$ cat src/rtl/bis_pkg.sv
// Package for the bicubic image scaler: constants, types and the cubic helper.
// No dependencies.
`default_nettype none
package bis_pkg;
    localparam int MAX_WIDTH_D  = 256;
    localparam int MAX_HEIGHT_D = 256;
    localparam int FRAC_BITS_D  = 8;

    localparam logic [1:0] REG_WIDTH  = 2'd0;
    localparam logic [1:0] REG_HEIGHT = 2'd1;
    localparam logic [1:0] REG_STEPX  = 2'd2;
    localparam logic [1:0] REG_STEPY  = 2'd3;

    localparam logic OP_WRITE = 1'b0;
    localparam logic OP_READ  = 1'b1;

    typedef struct packed {
        logic [23:0] step_x;
        logic [23:0] step_y;
        logic [8:0]  width;
        logic [8:0]  height;
    } t_cfg;

    // Cubic coefficients scaled by 6: a1, a2, a3 over signed samples.
    typedef struct packed {
        logic signed [15:0] p1;
        logic signed [15:0] a1;
        logic signed [15:0] a2;
        logic signed [15:0] a3;
    } t_coef;

    function automatic t_coef cubic_coef(input logic signed [15:0] p0,
                                         input logic signed [15:0] p1,
                                         input logic signed [15:0] p2,
                                         input logic signed [15:0] p3);
        logic signed [15:0] d0;
        logic signed [15:0] d2;
        logic signed [15:0] d3;
        t_coef c;
        d0 = p0 - p1;
        d2 = p2 - p1;
        d3 = p3 - p1;
        c.p1 = p1;
        c.a1 = 16'sd6 * d2 - 16'sd2 * d0 - d3;
        c.a2 = 16'sd3 * (d0 + d2);
        c.a3 = d3 - d0 - 16'sd3 * d2;
        return c;
    endfunction
endpackage
`default_nettype wire

$ cat src/rtl/bis_cubic.sv
// Multi-cycle cubic evaluator: Horner form, one multiply per cycle.
// Depends on bis_pkg.
`default_nettype none
module bis_cubic #(
    parameter int FRAC_BITS = bis_pkg::FRAC_BITS_D
) (
    input  wire logic                 i_clk,
    input  wire logic                 i_rst_n,
    input  wire logic                 i_start,
    input  wire bis_pkg::t_coef       i_coef,
    input  wire logic [FRAC_BITS-1:0] i_frac,
    output logic                      o_done,
    output logic signed [15:0]        o_value
);
    import bis_pkg::*;
    localparam int AW = 16 + 3 * FRAC_BITS + 8;

    // acc = ((a3*f + a2*one)*f + a1*one^2)*f + 6*p1*one^3 + 3*one^3, then /6*one^3
    logic [2:0]           r_step;
    logic                 r_busy;
    logic signed [AW-1:0] r_acc;
    logic signed [AW-1:0] n_acc;
    t_coef                r_coef;
    logic [FRAC_BITS-1:0] r_frac;
    logic signed [AW-1:0] w_den;
    logic signed [AW-1:0] w_num;
    logic signed [FRAC_BITS:0] w_f;
    logic [17:0]          w_t;
    logic [35:0]          w_prod;
    logic signed [15:0]   w_q;

    assign w_den = AW'(6) <<< (3 * FRAC_BITS);
    assign w_f   = $signed({1'b0, r_frac});

    always_comb begin
        n_acc = r_acc;
        case (r_step)
            3'd0: n_acc = AW'(r_coef.a3) * w_f + (AW'(r_coef.a2) <<< FRAC_BITS);
            3'd1: n_acc = r_acc * w_f + (AW'(r_coef.a1) <<< (2 * FRAC_BITS));
            3'd2: n_acc = r_acc * w_f + ((AW'(r_coef.p1) * AW'(6)) <<< (3 * FRAC_BITS))
                          + (w_den >>> 1);
            default: n_acc = r_acc;
        endcase
    end

    // floor division by 6*2^(3F): arithmetic shift, then floor-divide by 3
    // with a reciprocal multiply on an offset that keeps the operand positive
    assign w_num  = r_acc >>> (3 * FRAC_BITS + 1);
    assign w_t    = w_num[17:0] + 18'd98304;
    assign w_prod = w_t * 18'd174763;
    assign w_q    = 16'(w_prod[35:19] - 17'd32768);

    always_ff @(posedge i_clk) begin
        if (!i_rst_n) begin
            r_busy <= 1'b0;
            r_step <= 3'd0;
            o_done <= 1'b0;
        end else begin
            o_done <= !i_start && r_busy && (r_step == 3'd3);
            if (i_start) begin
                r_busy <= 1'b1;
                r_step <= 3'd0;
            end else if (r_busy) begin
                r_step <= r_step + 3'd1;
                if (r_step == 3'd3) r_busy <= 1'b0;
            end
        end
    end

    always_ff @(posedge i_clk) begin
        if (i_start) begin
            r_coef <= i_coef;
            r_frac <= i_frac;
        end else if (r_busy && r_step < 3'd3) begin
            r_acc <= n_acc;
        end
        if (r_busy && r_step == 3'd3) o_value <= w_q;
    end
endmodule
`default_nettype wire
$ cat config.mk
export PLATFORM = sky130hd
export DESIGN_NAME = bis_cubic
export DESIGN_NICKNAME = d
export VERILOG_FILES = /design/src/rtl/bis_pkg.sv /design/src/rtl/bis_cubic.sv
export SDC_FILE = /design/constraint.sdc
export NUM_CORES = 2
export LEC_CHECK = 0
export ABC_CLOCK_PERIOD_IN_PS = 10000
export BUFFER_PORTS_ARGS = -buffer_cell sky130_fd_sc_hd__buf_2
export CAP_MARGIN = 20
export CORE_MARGIN = 4
export CORE_UTILIZATION = 25
export CTS_CLUSTER_SIZE = 10
export DETAILED_ROUTE_END_ITERATION = 7
export GPL_TIMING_DRIVEN = 0
export HOLD_SLACK_MARGIN = 0.06
export PLACE_DENSITY = 0.49
export REMOVE_ABC_BUFFERS = 1
export SLEW_MARGIN = 20
export SYNTH_ARGS = -nofsm -noshare
export SYNTH_HDL_FRONTEND = slang
export SYNTH_SLANG_ARGS = --single-unit
$ cat constraint.sdc
create_clock -name i_clk -period 10 [get_ports i_clk]
set_input_delay 0 -clock i_clk [delete_from_list [all_inputs] [get_ports i_clk]]
set_output_delay 0 -clock i_clk [all_outputs]
set_load 0.05 [all_outputs]
==> reports/metrics.csv <==
stage;metric;value;unit
grt;gr ovfl total;0;
clock_network;Root Driver;clkbuf_16;
clock_network;H-tree levels;4;
route;DRC;0;
worst_setup_path;Crit Path Class;reg -> reg;
synthesis;Mapped Area;27900;sq um
route;final wirelength;66200;um
worst_setup_path;startpoint class of the critical path;register;
grt;first-pass GRT wire length;110000;um
grt;vias in the first global route;20600;
clock_network;CTS tree;yes;
synthesis;post-synth top area share;32.8;%
sta;final hold violation count;0;
route;antenna-violating nets left;0;
sta;fin crit period;9540;ps
worst_setup_path;maximum fanout along the worst path;16;
min_path;hold path startpoint;i_coef[62];
grt;met1 Use GR;16.7;%
grt;gr busiest metal;met2;
clock_network;CTS resizes;0;
grt;initial antenna violation count;0;
synthesis;commonest register cell after synthesis;edfxtp_1;
clock_network;Clock transition at path regs;70;ps
route;post-DR wirelength/cell;14.6;um
synthesis;cells after synthesis;2887;
cells_and_area;most frequent cells in the layout;647 x inv_1, 456 x fa_1, 385 x ha_1;
clock_network;clock tree buffer depth;2;
cells_and_area;proportion of layout cells with a drive suffix above 1;5.79;%
sta;Slew HR;30.4;%
cells_and_area;Fillers;11700;
synthesis;Async SR Flop Fraction;0;%
sta;Hold WS;206;ps
clock_network;total CTS buffers;17;
floorplan;Die W;342;um
worst_setup_path;crit path capture type;register;
floorplan;die area;117000;sq um
flow_run;Max-Cap Viols;0;
clock_network;CTS sink count;136;
route;vias;19300;
min_path;hold path depth;2;
status;outcome;finished clean;
worst_setup_path;r2r worst-path depth;35;
sta;unrepaired setup endpoints after global routing;no;
placed_design;Buffers on Ports;91;
synthesis;post-synthesis average cell area;9.65;sq um
floorplan;core area;111000;sq um
floorplan;row count;122;
floorplan;Initial Utilization;25.2;%
sta;final setup vio count;0;
clock_network;clock latency on the worst-skew pair;510;ps
route;router iterations before antenna repair;5;
floorplan;I/O pin cnt;92;
floorplan;Die Ht;342;um
worst_setup_path;R2R Setup Slk;460;ps
cells_and_area;nets;3962;
synthesis;top post-synthesis cells by area;fa_1 33%, ha_1 17%, edfxtp_1 14%, inv_1 8.7%, and2_1 6.0%;
synthesis;Post-synth EDFFs;131;
min_path;HP Class;in -> reg;
worst_setup_path;Arrival @ worst endpoint;9770;ps
synthesis;register area share after synthesis;14.5;%
worst_setup_path;Critical Path Most Common Cell;fa_1;
worst_setup_path;Max stage delay cell, worst path;fa_1;
cells_and_area;Area Growth Syn to Fin;14.6;%
synthesis;dominant cell type by area after synthesis;fa_1;
worst_setup_path;worst flop-to-flop path endpoint;r_acc[42];
sta;f_max;105;MHz
route;number of vias per cell;4.25;
min_path;Hold Path End;r_coef[62];
worst_setup_path;WP data required;10230;ps
route;initial DRC count;883;
sta;Tightest Pin Transition;1040;ps
grt;Total GRT Usage;11.9;%
cells_and_area;most common cell after layout, fill and taps aside;inv_1;
placed_design;gp weighted congestion;0.827;
grt;M3 GR Usage;1.72;%
grt;pin count of the biggest net entering global routing;55;
grt;grt met2 use;19.3;%
placed_design;Post-DP HPWL;55300;um
worst_setup_path;Slowest Stage Delay on Critical Path;560;ps
synthesis;Synth cell types;70;
worst_setup_path;beginning of the worst register-to-register path;r_frac[2];
synthesis;synthesis-stage register bit count;136;
synthesis;yosys warns;0;
sta;skew final;17.9;ps
sta;max-slew violation count;0;
sta;period utilization;95.4;%
worst max-delay path, delay by kind of cell, from the launching register on:
family	cells	cell delay, ps
flip-flops	1	380
buffers and inverters	7	760
AO/OA/AOI/OAI	15	4070
adder cells (fa/ha/maj)	7	3060
AND/OR/NAND/NOR	3	480
XOR/XNOR	3	480
cell usage after synthesis (4+ instances only):
cell and instances:
nand2_1 244, xnor2_1 94, a211o_1 9, a31o_2 4, fa_1 456, clkbuf_1 58
o21ai_0 61, a211oi_1 11, a311o_1 4, a21boi_0 8, o211ai_1 10, o21ai_1 7
a221oi_1 4, nor3_1 16, inv_1 647, ha_1 385, xor2_1 40, nand4_1 16
edfxtp_1 131, or3_1 4, and3_1 10, nor4_1 4, and2_1 268, nand3_1 19
a21o_1 39, nor2b_1 14, o21bai_1 14, nand2b_1 16, a31oi_1 4, o2111ai_1 5
nor2_1 92, o22ai_1 4, nand3b_1 4, dfxtp_1 5, a21oi_1 84, a221o_1 20
o21a_1 19
per-layer routing:
| metal | share of wire, % | wire [um] | vias to the layer above |
|---|---|---|---|
| met1 | 50 | 32800 | 9625 |
| li1 | - | - | 9476 |
| met2 | 47 | 30900 | 192 |
| met4 | 1.2 | 821 | 0 |
| met3 | 2.5 | 1670 | 40 |
| met5 | 0 | 0 | - |
registers in the layout, indices dropped and copies added, names as in the netlist:
name	count
r_frac	8
r_coef	64
o_value	16
o_done	1
r_step	3
r_acc	43
r_busy	1
cell type report:
type                    instances  area [sq um]  share of cell area [%]
diodes                          1          2.50                 0.00784
clock buffers                  20           457                    1.43
clock inverters                12           164                   0.513
inverters                     647          2430                    7.61
multi-input cells            2043         21200                    66.3
flip-flops and latches        136          4030                    12.6
well taps                    1488          1860                    5.83
repair buffers                201          1800                    5.64
cells by family (layout without fill, tap and decap cells):
| kind of cell | after synthesis | in the layout | share of synthesized area, % |
|---|---|---|---|
| other | 0 | 1 | 0 |
| buffers and inverters | 708 | 880 | 9.58 |
| adder cells (fa/ha/maj) | 841 | 841 | 50.1 |
| flip-flops | 136 | 136 | 14.5 |
| AND/OR/NAND/NOR | 720 | 720 | 13.1 |
| AO/OA/AOI/OAI | 344 | 344 | 8.42 |
| XOR/XNOR | 134 | 134 | 4.21 |
| multiplexers | 4 | 4 | 0.148 |
metrics by stage:
stage / setup TNS [ps] / utilization [%] / worst slack [ps] / cells / cell area (sq um)
after detailed placement: 0 / 27.6 / 174 / 4433 / 30500
after global routing: 0 / 28.9 / 17.2 / 4547 / 31900
final: 0 / 28.9 / 463 / 4548 / 31900
after global placement: -5730 / 27.1 / -1090 / 4405 / 29900
after floorplan: 0 / - / 1470 / 2826 / 27600
after CTS: 0 / 28.8 / 98.8 / 4539 / 31900
what timing repair did:
action                                  4_1_cts  5_1_grt
buffers inserted                              0        8
endpoints found under the hold margin        98        0
hold buffers                                 74        0
endpoints found under the setup margin        0        3
worst max-delay path by stage:
stage / startpoint / endpoint / slack, ps / cells after the start
detailed placement: r_frac[2] / r_acc[42] / 170 / 34
CTS: r_frac[2] / r_acc[42] / 100 / 34
global route: r_frac[2] / r_acc[42] / 20 / 35
floorplan: r_frac[2] / r_acc[42] / 1470 / 31
finish: r_frac[2] / r_acc[42] / 460 / 35
global placement: r_frac[1] / r_acc[42] / -1090 / 31
Power is left out: the tool's default activity adds up to more than one toggle a clock period on the data nets, which glitch-free logic cannot reach.
